$ cat config.mk
export PLATFORM = sky130hd
export DESIGN_NAME = cell_refraction_coordinate_remap
export DESIGN_NICKNAME = d
export VERILOG_FILES = /design/src/rtl/crcr_pkg.sv /design/src/rtl/crcr_div_stage.sv /design/src/rtl/crcr_axis.sv /design/src/rtl/cell_refraction_coordinate_remap.sv
export SDC_FILE = /design/constraint.sdc
export NUM_CORES = 2
export LEC_CHECK = 0
export BUFFER_PORTS_ARGS = -buffer_cell sky130_fd_sc_hd__buf_2
export CAP_MARGIN = 25
export CORE_MARGIN = 1.5
export CORE_UTILIZATION = 50
export CTS_BUF_LIST = sky130_fd_sc_hd__clkbuf_4
export DETAILED_ROUTE_END_ITERATION = 7
export PLACE_DENSITY = 0.66
export SLEW_MARGIN = 10
export SYNTH_ARGS = -nofsm -noshare
export SYNTH_HDL_FRONTEND = slang
export SYNTH_SLANG_ARGS = --single-unit
$ cat constraint.sdc
create_clock -name clk -period 16.4 [get_ports clk]
set_input_delay 3.28 -clock clk [delete_from_list [all_inputs] [get_ports clk]]
set_output_delay 3.28 -clock clk [all_outputs]
set_load 0.01 [all_outputs]
$ cat src/rtl/crcr_pkg.sv
// Package for the cell refraction coordinate remap block.
// Holds field widths, register indexes, the per-axis config struct and
// the width helpers that crcr_axis and the top level use.
`default_nettype none

package crcr_pkg;

    localparam int POS_W      = 11;
    localparam int IDX_W      = 22;
    localparam int CELL_W     = 8;
    localparam int HALF_W     = 7;
    localparam int FACTOR_W   = 13;
    localparam int FRAME_W    = 12;
    localparam int FRAC_BITS  = 8;
    localparam int DIST_W     = 10;
    localparam int DIV_BITS   = 4;
    localparam int CFG_IDX_W  = 8;
    localparam int CFG_DATA_W = 13;
    localparam int IN_DATA_W  = 24;
    localparam int OUT_DATA_W = 48;

    localparam logic [FACTOR_W-1:0] FACTOR_ONE = 13'd256;

    localparam logic [CFG_IDX_W-1:0] REG_REFRACTION = 8'd0;
    localparam logic [CFG_IDX_W-1:0] REG_ALLOW_MAG  = 8'd1;
    localparam logic [CFG_IDX_W-1:0] REG_CELL_W     = 8'd2;
    localparam logic [CFG_IDX_W-1:0] REG_CELL_H     = 8'd3;
    localparam logic [CFG_IDX_W-1:0] REG_FRAME_W    = 8'd4;
    localparam logic [CFG_IDX_W-1:0] REG_FRAME_H    = 8'd5;

    typedef struct packed {
        logic [CELL_W-1:0]   cell_size;
        logic [HALF_W-1:0]   half_cell;
        logic [FACTOR_W-1:0] factor;
    } crcr_axis_cfg_t;

    // Width of the dividend magnitude: covers a full coordinate plus two half cells.
    function automatic int crcr_aw(input int max_dim);
        int lg;
        lg = $clog2(max_dim);
        return ((lg > 12) ? lg : 12) + 1;
    endfunction

    function automatic int crcr_div_stages(input int aw);
        return (aw + DIV_BITS - 1) / DIV_BITS;
    endfunction

endpackage

`default_nettype wire

$ cat src/rtl/crcr_div_stage.sv
// One pipeline stage of the remainder divider: DIV_BITS restoring steps.
// Depends on crcr_pkg; carries side payload along with the partial remainder.
`default_nettype none

module crcr_div_stage
    import crcr_pkg::*;
#(
    parameter int AWP    = 16,
    parameter int SIDE_W = 28
)
(
    input  wire logic              clk,
    input  wire logic              en,
    input  wire logic [CELL_W-1:0] cell_size,
    input  wire logic [CELL_W-1:0] rem_in,
    input  wire logic [AWP-1:0]    dvd_in,
    input  wire logic [SIDE_W-1:0] side_in,
    output logic      [CELL_W-1:0] rem_out,
    output logic      [AWP-1:0]    dvd_out,
    output logic      [SIDE_W-1:0] side_out
);

    logic [CELL_W-1:0] rem_next;
    logic [AWP-1:0]    dvd_next;
    logic [CELL_W-1:0] rem_reg;
    logic [AWP-1:0]    dvd_reg;
    logic [SIDE_W-1:0] side_reg;

    always_comb
    begin
        logic [CELL_W:0] trial;
        rem_next = rem_in;
        dvd_next = dvd_in;
        for (int i = 0; i < DIV_BITS; i++)
        begin
            trial    = {rem_next, dvd_next[AWP-1]};
            dvd_next = dvd_next << 1;
            if (trial >= {1'b0, cell_size})
            begin
                rem_next = CELL_W'(trial - {1'b0, cell_size});
            end
            else
            begin
                rem_next = trial[CELL_W-1:0];
            end
        end
    end

    always_ff @(posedge clk)
    begin
        if (en)
        begin
            rem_reg  <= rem_next;
            dvd_reg  <= dvd_next;
            side_reg <= side_in;
        end
    end

    assign rem_out  = rem_reg;
    assign dvd_out  = dvd_reg;
    assign side_out = side_reg;

endmodule

`default_nettype wire

$ cat src/rtl/crcr_axis.sv
// Remap pipeline for one axis: centering, cell remainder, scaling and clamp.
// Depends on crcr_pkg and crcr_div_stage; stage enables come from the top level.
`default_nettype none

module crcr_axis
    import crcr_pkg::*;
#(
    parameter int MAX_DIM = 2048,
    localparam int DW     = $clog2(MAX_DIM + 1),
    localparam int XW     = $clog2(MAX_DIM),
    localparam int DS     = crcr_div_stages(crcr_aw(MAX_DIM)),
    localparam int NA     = DS + 7
)
(
    input  wire logic           clk,
    input  wire logic [NA-1:0]  en,
    input  wire crcr_axis_cfg_t cfg,
    input  wire logic [DW-1:0]  dim,
    input  wire logic [POS_W-1:0] pos,
    output logic      [XW-1:0]  coord
);

    localparam int AW     = crcr_aw(MAX_DIM);
    localparam int AWP    = DS * DIV_BITS;
    localparam int NW     = AW + 1;
    localparam int SW     = AW + 3;
    localparam int SIDE_W = NW + 1 + AW;
    localparam int PROD_W = DIST_W + FACTOR_W + 1;

    logic [DW-2:0]          half_dim;
    logic signed [NW-1:0]   hc_s;
    logic [DW-1:0]          dim_m1;

    assign half_dim = dim[DW-1:1];
    assign hc_s     = $signed({{(NW-HALF_W){1'b0}}, cfg.half_cell});
    assign dim_m1   = dim - DW'(1);

    // Stage 0: coordinate centred on the frame and offset by half a cell.
    logic signed [NW-1:0] n0_next, n0_reg;

    assign n0_next = $signed({{(NW-POS_W){1'b0}}, pos})
                   - $signed({{(NW-DW+1){1'b0}}, half_dim}) + hc_s;

    always_ff @(posedge clk)
    begin
        if (en[0])
        begin
            n0_reg <= n0_next;
        end
    end

    // Stage 1: magnitude of the dividend; its sign follows the centred coordinate.
    logic signed [NW-1:0] mag_wide;
    logic [AW-1:0]        a1_next, a1_reg;
    logic                 neg1_next, neg1_reg;
    logic signed [NW-1:0] n1_reg;

    assign neg1_next = n0_reg[NW-1];
    assign mag_wide  = neg1_next ? (hc_s - n0_reg) : (n0_reg + hc_s);
    assign a1_next   = mag_wide[AW-1:0];

    always_ff @(posedge clk)
    begin
        if (en[1])
        begin
            n1_reg   <= n0_reg;
            neg1_reg <= neg1_next;
            a1_reg   <= a1_next;
        end
    end

    // Divider stages: only the remainder of the magnitude by the cell size is needed.
    logic [CELL_W-1:0] rem_w  [0:DS];
    logic [AWP-1:0]    dvd_w  [0:DS];
    logic [SIDE_W-1:0] side_w [0:DS];

    assign rem_w[0]  = '0;
    assign dvd_w[0]  = AWP'(a1_reg);
    assign side_w[0] = {n1_reg, neg1_reg, a1_reg};

    for (genvar k = 0; k < DS; k++)
    begin : g_div
        crcr_div_stage #(
            .AWP    (AWP),
            .SIDE_W (SIDE_W)
        ) u_div_stage (
            .clk       (clk),
            .en        (en[k+2]),
            .cell_size (cfg.cell_size),
            .rem_in    (rem_w[k]),
            .dvd_in    (dvd_w[k]),
            .side_in   (side_w[k]),
            .rem_out   (rem_w[k+1]),
            .dvd_out   (dvd_w[k+1]),
            .side_out  (side_w[k+1])
        );
    end

    logic signed [NW-1:0] n_d;
    logic                 neg_d;
    logic [AW-1:0]        a_d;

    assign n_d   = $signed(side_w[DS][SIDE_W-1 -: NW]);
    assign neg_d = side_w[DS][AW];
    assign a_d   = side_w[DS][AW-1:0];

    // Stage C1: signed multiple of the cell size that truncating division gives.
    logic signed [NW-1:0] a_s, r_s;
    logic signed [NW-1:0] qc_next, qc_reg, nc_reg;

    assign a_s     = $signed({1'b0, a_d});
    assign r_s     = $signed({{(NW-CELL_W){1'b0}}, rem_w[DS]});
    assign qc_next = neg_d ? (r_s - a_s) : (a_s - r_s);

    always_ff @(posedge clk)
    begin
        if (en[DS+2])
        begin
            qc_reg <= qc_next;
            nc_reg <= n_d;
        end
    end

    // Stage C2: cell centre and distance from it.
    logic signed [NW-1:0]     centre_next, centre_reg, dist_wide;
    logic signed [DIST_W-1:0] dist_reg;

    assign centre_next = qc_reg + hc_s;
    assign dist_wide   = nc_reg - qc_reg - hc_s;

    always_ff @(posedge clk)
    begin
        if (en[DS+3])
        begin
            centre_reg <= centre_next;
            dist_reg   <= dist_wide[DIST_W-1:0];
        end
    end

    // Stage M: distance times the 5.8 factor.
    logic signed [PROD_W-1:0] prod_next, prod_reg;
    logic signed [NW-1:0]     centre_m_reg;

    assign prod_next = dist_reg * $signed({1'b0, cfg.factor});

    always_ff @(posedge clk)
    begin
        if (en[DS+4])
        begin
            prod_reg     <= prod_next;
            centre_m_reg <= centre_reg;
        end
    end

    // Stage F: flooring shift and return to frame coordinates.
    logic signed [PROD_W-1:0] prod_sh;
    logic signed [SW-1:0]     src_next, src_reg;

    assign prod_sh  = prod_reg >>> FRAC_BITS;
    assign src_next = SW'(prod_sh) + SW'(centre_m_reg)
                    + $signed({{(SW-DW+1){1'b0}}, half_dim});

    always_ff @(posedge clk)
    begin
        if (en[DS+5])
        begin
            src_reg <= src_next;
        end
    end

    // Stage K: clamp into the frame.
    logic signed [SW-1:0] dim_m1_s;
    logic [XW-1:0]        coord_next, coord_reg;

    assign dim_m1_s = $signed({{(SW-DW){1'b0}}, dim_m1});

    always_comb
    begin
        priority if (src_reg[SW-1])
        begin
            coord_next = '0;
        end
        else if (src_reg > dim_m1_s)
        begin
            coord_next = dim_m1[XW-1:0];
        end
        else
        begin
            coord_next = src_reg[XW-1:0];
        end
    end

    always_ff @(posedge clk)
    begin
        if (en[DS+6])
        begin
            coord_reg <= coord_next;
        end
    end

    assign coord = coord_reg;

endmodule

`default_nettype wire

$ cat src/rtl/cell_refraction_coordinate_remap.sv
// Cell refraction coordinate remap, top level.
// Depends on crcr_pkg, crcr_axis and crcr_div_stage.
//
// Usage:
//   s_tvalid/s_tready/s_tdata carry one output pixel position per transfer;
//   m_tvalid/m_tready/m_tdata return its source column, row and linear index.
//   The cfg_* channel writes one configuration register per transfer; it is
//   always ready and should be used only while no pixel is in flight.
// Pipeline depth: DS is the number of remainder divider stages (4 at
//   MAX_DIM = 2048). The depth is set by the pipelined cell-size
//   remainder divider, four restoring steps per stage, followed by the
//   scale multiplier, clamp and linear index registers.
// Throughput: one pixel per cycle sustained while m_tready stays high.
// Reset: all pipeline valid bits clear and the registers return to factor
//   2.0, magnification allowed, 16 x 16 cells and a 640 x 480 frame.
// Stall: when m_tready is low, the result holds in the output register and
//   the stages behind it keep filling their empty slots; s_tready drops
//   only once every stage holds an item.
`default_nettype none

module cell_refraction_coordinate_remap
    import crcr_pkg::*;
#(
    parameter int MAX_DIM = 2048
)
(
    input  wire logic                  clk,
    input  wire logic                  rst_n,
    // Configuration write channel.
    input  wire logic                  cfg_valid,
    output logic                       cfg_ready,
    input  wire logic [CFG_IDX_W-1:0]  cfg_index,
    input  wire logic [CFG_DATA_W-1:0] cfg_data,
    // Input stream, tdata: out_col [10:0], out_row [21:11], zero [23:22].
    input  wire logic                  s_tvalid,
    output logic                       s_tready,
    input  wire logic [IN_DATA_W-1:0]  s_tdata,
    // Output stream, tdata: src_col [10:0], src_row [21:11],
    // src_index [43:22], zero [47:44].
    output logic                       m_tvalid,
    input  wire logic                  m_tready,
    output logic [OUT_DATA_W-1:0]      m_tdata
);

    localparam int DW = $clog2(MAX_DIM + 1);
    localparam int XW = $clog2(MAX_DIM);
    localparam int CW = (DW > FRAME_W) ? DW : FRAME_W;
    localparam int DS = crcr_div_stages(crcr_aw(MAX_DIM));
    localparam int NA = DS + 7;
    localparam int NS = NA + 2;
    localparam int IW = XW + DW;

    // Configuration registers.
    logic [FACTOR_W-1:0] refraction_reg;
    logic                allow_mag_reg;
    logic [CELL_W-1:0]   cell_w_reg, cell_h_reg;
    logic [FRAME_W-1:0]  frame_w_reg, frame_h_reg;

    assign cfg_ready = 1'b1;

    always_ff @(posedge clk or negedge rst_n)
    begin
        if (!rst_n)
        begin
            refraction_reg <= 13'd512;
            allow_mag_reg  <= 1'b1;
            cell_w_reg     <= 8'd16;
            cell_h_reg     <= 8'd16;
            frame_w_reg    <= 12'd640;
            frame_h_reg    <= 12'd480;
        end
        else if (cfg_valid && cfg_ready)
        begin
            unique case (cfg_index)
                REG_REFRACTION: refraction_reg <= cfg_data[FACTOR_W-1:0];
                REG_ALLOW_MAG:  allow_mag_reg  <= cfg_data[0];
                REG_CELL_W:     cell_w_reg     <= cfg_data[CELL_W-1:0];
                REG_CELL_H:     cell_h_reg     <= cfg_data[CELL_W-1:0];
                REG_FRAME_W:    frame_w_reg    <= cfg_data[FRAME_W-1:0];
                REG_FRAME_H:    frame_h_reg    <= cfg_data[FRAME_W-1:0];
                default:        ;
            endcase
        end
    end

    // Effective settings: zero sizes act as one, frames clamp to MAX_DIM.
    logic [FACTOR_W-1:0] factor_eff;
    logic [CELL_W-1:0]   cell_w_eff, cell_h_eff;
    logic [CW-1:0]       frame_w_ext, frame_h_ext;
    logic [DW-1:0]       dim_w, dim_h;
    crcr_axis_cfg_t      cfg_col, cfg_row;

    assign factor_eff = (!allow_mag_reg && (refraction_reg < FACTOR_ONE))
                      ? FACTOR_ONE : refraction_reg;
    assign cell_w_eff = (cell_w_reg == '0) ? CELL_W'(1) : cell_w_reg;
    assign cell_h_eff = (cell_h_reg == '0) ? CELL_W'(1) : cell_h_reg;
    assign frame_w_ext = CW'(frame_w_reg);
    assign frame_h_ext = CW'(frame_h_reg);

    always_comb
    begin
        priority if (frame_w_ext == '0)
        begin
            dim_w = DW'(1);
        end
        else if (frame_w_ext > CW'(MAX_DIM))
        begin
            dim_w = DW'(MAX_DIM);
        end
        else
        begin
            dim_w = frame_w_ext[DW-1:0];
        end
        priority if (frame_h_ext == '0)
        begin
            dim_h = DW'(1);
        end
        else if (frame_h_ext > CW'(MAX_DIM))
        begin
            dim_h = DW'(MAX_DIM);
        end
        else
        begin
            dim_h = frame_h_ext[DW-1:0];
        end
    end

    assign cfg_col = '{cell_size: cell_w_eff, half_cell: cell_w_eff[CELL_W-1:1],
                       factor: factor_eff};
    assign cfg_row = '{cell_size: cell_h_eff, half_cell: cell_h_eff[CELL_W-1:1],
                       factor: factor_eff};

    // Stage enables: a stage loads when it is empty or its content moves on.
    logic [NS-1:0] valid_reg;
    logic [NS-1:0] en;

    always_comb
    begin
        en[NS-1] = !valid_reg[NS-1] || m_tready;
        for (int k = NS - 2; k >= 0; k--)
        begin
            en[k] = !valid_reg[k] || en[k+1];
        end
    end

    always_ff @(posedge clk or negedge rst_n)
    begin
        if (!rst_n)
        begin
            valid_reg <= '0;
        end
        else
        begin
            if (en[0])
            begin
                valid_reg[0] <= s_tvalid;
            end
            for (int k = 1; k < NS; k++)
            begin
                if (en[k])
                begin
                    valid_reg[k] <= valid_reg[k-1];
                end
            end
        end
    end

    assign s_tready = en[0];
    assign m_tvalid = valid_reg[NS-1];

    // Axis pipelines.
    logic [XW-1:0] sx, sy;

    crcr_axis #(
        .MAX_DIM (MAX_DIM)
    ) u_axis_col (
        .clk   (clk),
        .en    (en[NA-1:0]),
        .cfg   (cfg_col),
        .dim   (dim_w),
        .pos   (s_tdata[POS_W-1:0]),
        .coord (sx)
    );

    crcr_axis #(
        .MAX_DIM (MAX_DIM)
    ) u_axis_row (
        .clk   (clk),
        .en    (en[NA-1:0]),
        .cfg   (cfg_row),
        .dim   (dim_h),
        .pos   (s_tdata[2*POS_W-1:POS_W]),
        .coord (sy)
    );

    // Linear index: row times width, then plus column.
    logic [IW-1:0] rowoff_next, rowoff_reg;
    logic [XW-1:0] sx_reg, sy_reg;
    logic [IW-1:0] idx_next;
    logic [OUT_DATA_W-1:0] out_next, out_reg;

    assign rowoff_next = IW'(sy) * IW'(dim_w);

    always_ff @(posedge clk)
    begin
        if (en[NA])
        begin
            rowoff_reg <= rowoff_next;
            sx_reg     <= sx;
            sy_reg     <= sy;
        end
    end

    assign idx_next = rowoff_reg + IW'(sx_reg);
    assign out_next = {4'b0, IDX_W'(idx_next), POS_W'(sy_reg), POS_W'(sx_reg)};

    always_ff @(posedge clk)
    begin
        if (en[NA+1])
        begin
            out_reg <= out_next;
        end
    end

    assign m_tdata = out_reg;

endmodule

`default_nettype wire
==> impl_metrics.py <==
metrics = {
    "routing": {
        "dr.pass1.iters": 7,
        "drc": 0,
        "drt-vias-per-instance": 5.49,
        "drtIter0Drc": 2605,
        "vias": 39200,
        "drt-total-wl_mm": 133,
        "wl_per_cell_um": 18.7,
        "postRouteAntennaNets": 0,
    },
    "floorplanning": {
        "start_util": 0.503,
        "die_w_um": 339,
        "fp.dieH_um": 339,
        "num_rows": 123,
        "dieArea_sq_um": 115000,
        "coreArea_sq_um": 112000,
        "io_pins": 101,
    },
    "sta": {
        "timing_worst_slew_pin_value_ns": 1.02,
        "rsz0062_at_grt": "false",
        "min_period_ns": 11.12,
        "clock_skew_ns": 0.0656,
        "setup_tns_ns": 0,
        "relSlewSlack": 0.318,
        "hold_violations": 0,
        "setup_viol": 0,
        "timing.fmax_mhz": 90.0,
        "final.period_utilization": 0.678,
        "setup_slack_ns": 5.28,
        "drv_slew": 0,
    },
    "critical_path": {
        "cp-end-kind": "register",
        "crit_type": "reg -> reg",
        "cp_data_arrival_time_ns": 11.87,
        "reg2reg_depth": 37,
        "crit_path_start_kind": "register",
        "cp_data_required_time_ns": 17.15,
        "cp_slowest_cell": "a2111oi_4",
        "path_common_cell": "ha_1",
        "slowest_delay_ns": 0.73,
        "worstPathMaxFanout": 16,
    },
    "synthesis": {
        "yosysTopAreaCell": "edfxtp_1",
        "synth_area_leaders": "edfxtp_1 34%, ha_1 14%, fa_1 12%",
        "synthDominantCellAreaShare": 0.335,
        "netlist_area_sq_um": 56400,
        "synthCells": 5295,
        "yosys_warnings": 0,
        "ys_seq_area_frac": 0.365,
        "ys_types": 100,
        "synth-edff-count": 630,
        "syn_avg_cell_area_sq_um": 10.7,
        "ys_ff_latch": 697,
        "synth_flop_cell": "edfxtp_1",
        "postSynth.asyncResetShare": 0.0961,
    },
    "finish": {
        "syn_to_final_growth_pct": 8.25,
        "mostFrequentLayoutCells": "637 x ha_1, 630 x edfxtp_1, 617 x inv_1",
        "n_fill_cell": 9788,
        "final_common_cell": "ha_1",
        "drive_above_1_share": 0.117,
        "utilization": 0.545,
        "fin_nets": 6524,
        "layout.cells.non_filler": 7142,
    },
    "clock_network": {
        "postCtsSetupRepairBufs": 0,
        "clock_sinks": 697,
        "htree_levels": 4,
        "clk_path_buf_depth": 3,
        "insertion_delay_ns": 1.07,
        "cts_tree": "done",
        "clk_pin_slew_ns": 0.06,
        "hold_buffers": 0,
        "cts_resized": 0,
        "root_buffer": "clkbuf_4",
        "cts_buffers": 179,
    },
    "grt": {
        "grt_max_degree": 68,
        "grt_pass1_vias": 39200,
        "gr-total-overflow": 0,
        "grt_pass1_wl_mm": 212,
        "track_usage": 0.233,
        "antenna_found_initial": 6,
    },
    "placed_design": {
        "hpwlAfterDp_mm": 99.7,
        "portBuffers": 93,
        "place_inst": 6815,
        "gp_congestion": 0.899,
        "pre_cts_slack_ns": 5.47,
    },
    "min_path": {
        "hold_depth": 0,
        "hold_class": "reg -> reg",
    },
    "flow_run": {
        "cap_viol_max_count": 0,
    },
    "run_status": {
        "status": "finished clean",
    },
}
final cells by class:
| class | count | area (sq um) | area share |
|---|---|---|---|
| Timing Repair Buffer | 153 | 973 | 0.0159 |
| Clock buffer | 258 | 1940 | 0.0317 |
| Multi-Input combinational cell | 3845 | 33000 | 0.540 |
| Tap cell | 1500 | 1880 | 0.0307 |
| Antenna cell | 5 | 12.5 | 0.000205 |
| Inverter | 624 | 2340 | 0.0383 |
| Clock inverter | 60 | 342 | 0.00559 |
| Sequential cell | 697 | 20600 | 0.337 |
layer usage:
layer	routed length, um	GRT usage	part of all wire	up-vias
met5	0	0	0	-
met4	3400	0.0751	0.025	0
met3	6640	0.0353	0.050	200
met2	63200	0.387	0.47	877
met1	60100	0.314	0.45	19100
li1	-	-	-	19000
metrics by stage:
| step | hold WS, ns | instance area, sq um |
|---|---|---|
| 2_1_floorplan | 0.400 | 56500 |
| 3_3_place_gp | 0.401 | 58700 |
| 3_5_place_dp | 0.405 | 58700 |
| 4_1_cts | 0.382 | 61000 |
| 5_1_grt | 0.391 | 61100 |
| 6_report | 0.382 | 61100 |
synthesized netlist by cell type (97+ instances only):
cell,instances
ha_1,637
nand2_1,409
mux2_2,128
xnor2_1,259
and3_1,97
o21ai_0,209
nor2_1,285
edfxtp_1,630
nor2b_1,133
clkbuf_1,119
a21o_1,100
a21oi_1,225
inv_1,623
and2_1,115
xor2_1,127
fa_1,337
final timing paths:
kind	startpoint	endpoint	slack [ns]
worst max-delay path	cell_w_reg[5]	u_axis_col.g_div[3].u_div_stage.rem_out[5]	5.28
worst min-delay path	u_axis_row.centre_reg[8]	u_axis_row.centre_m_reg[8]	0.38
worst max register to register	cell_w_reg[5]	u_axis_col.g_div[3].u_div_stage.rem_out[5]	5.28
worst min register to register	u_axis_row.centre_reg[8]	u_axis_row.centre_m_reg[8]	0.38
max in group asynchronous	rst_n	frame_h_ext[6]	13.69
min in group asynchronous	rst_n	valid_reg[12]	2.07
critical path: cells and delay by family, from the launching register on:
family                     cells  cell delay (ns)
and+or+nand+nor               10             2.85
muxes                          4             1.43
buffers and inverters          2             0.36
AOI/OAI and AO/OA             17             4.61
adders and majority gates      4             0.97
DFF                            1             0.56
logic make-up (layout without fill, tap and decap cells):
family / after synthesis / count (layout) / synth area share
AO/OA/AOI/OAI: 876 / 876 / 0.102
XOR/XNOR: 386 / 386 / 0.0599
adder cells (fa/ha/maj): 974 / 974 / 0.261
buffers and inverters: 760 / 1095 / 0.0511
flip-flops: 697 / 697 / 0.365
multiplexers: 178 / 178 / 0.0344
other: 2 / 14 / 0.000133
AND/OR/NAND/NOR: 1422 / 1422 / 0.126
Power is left out: the tool's default activity adds up to more than one toggle a clock period on the data nets, which glitch-free logic cannot reach.
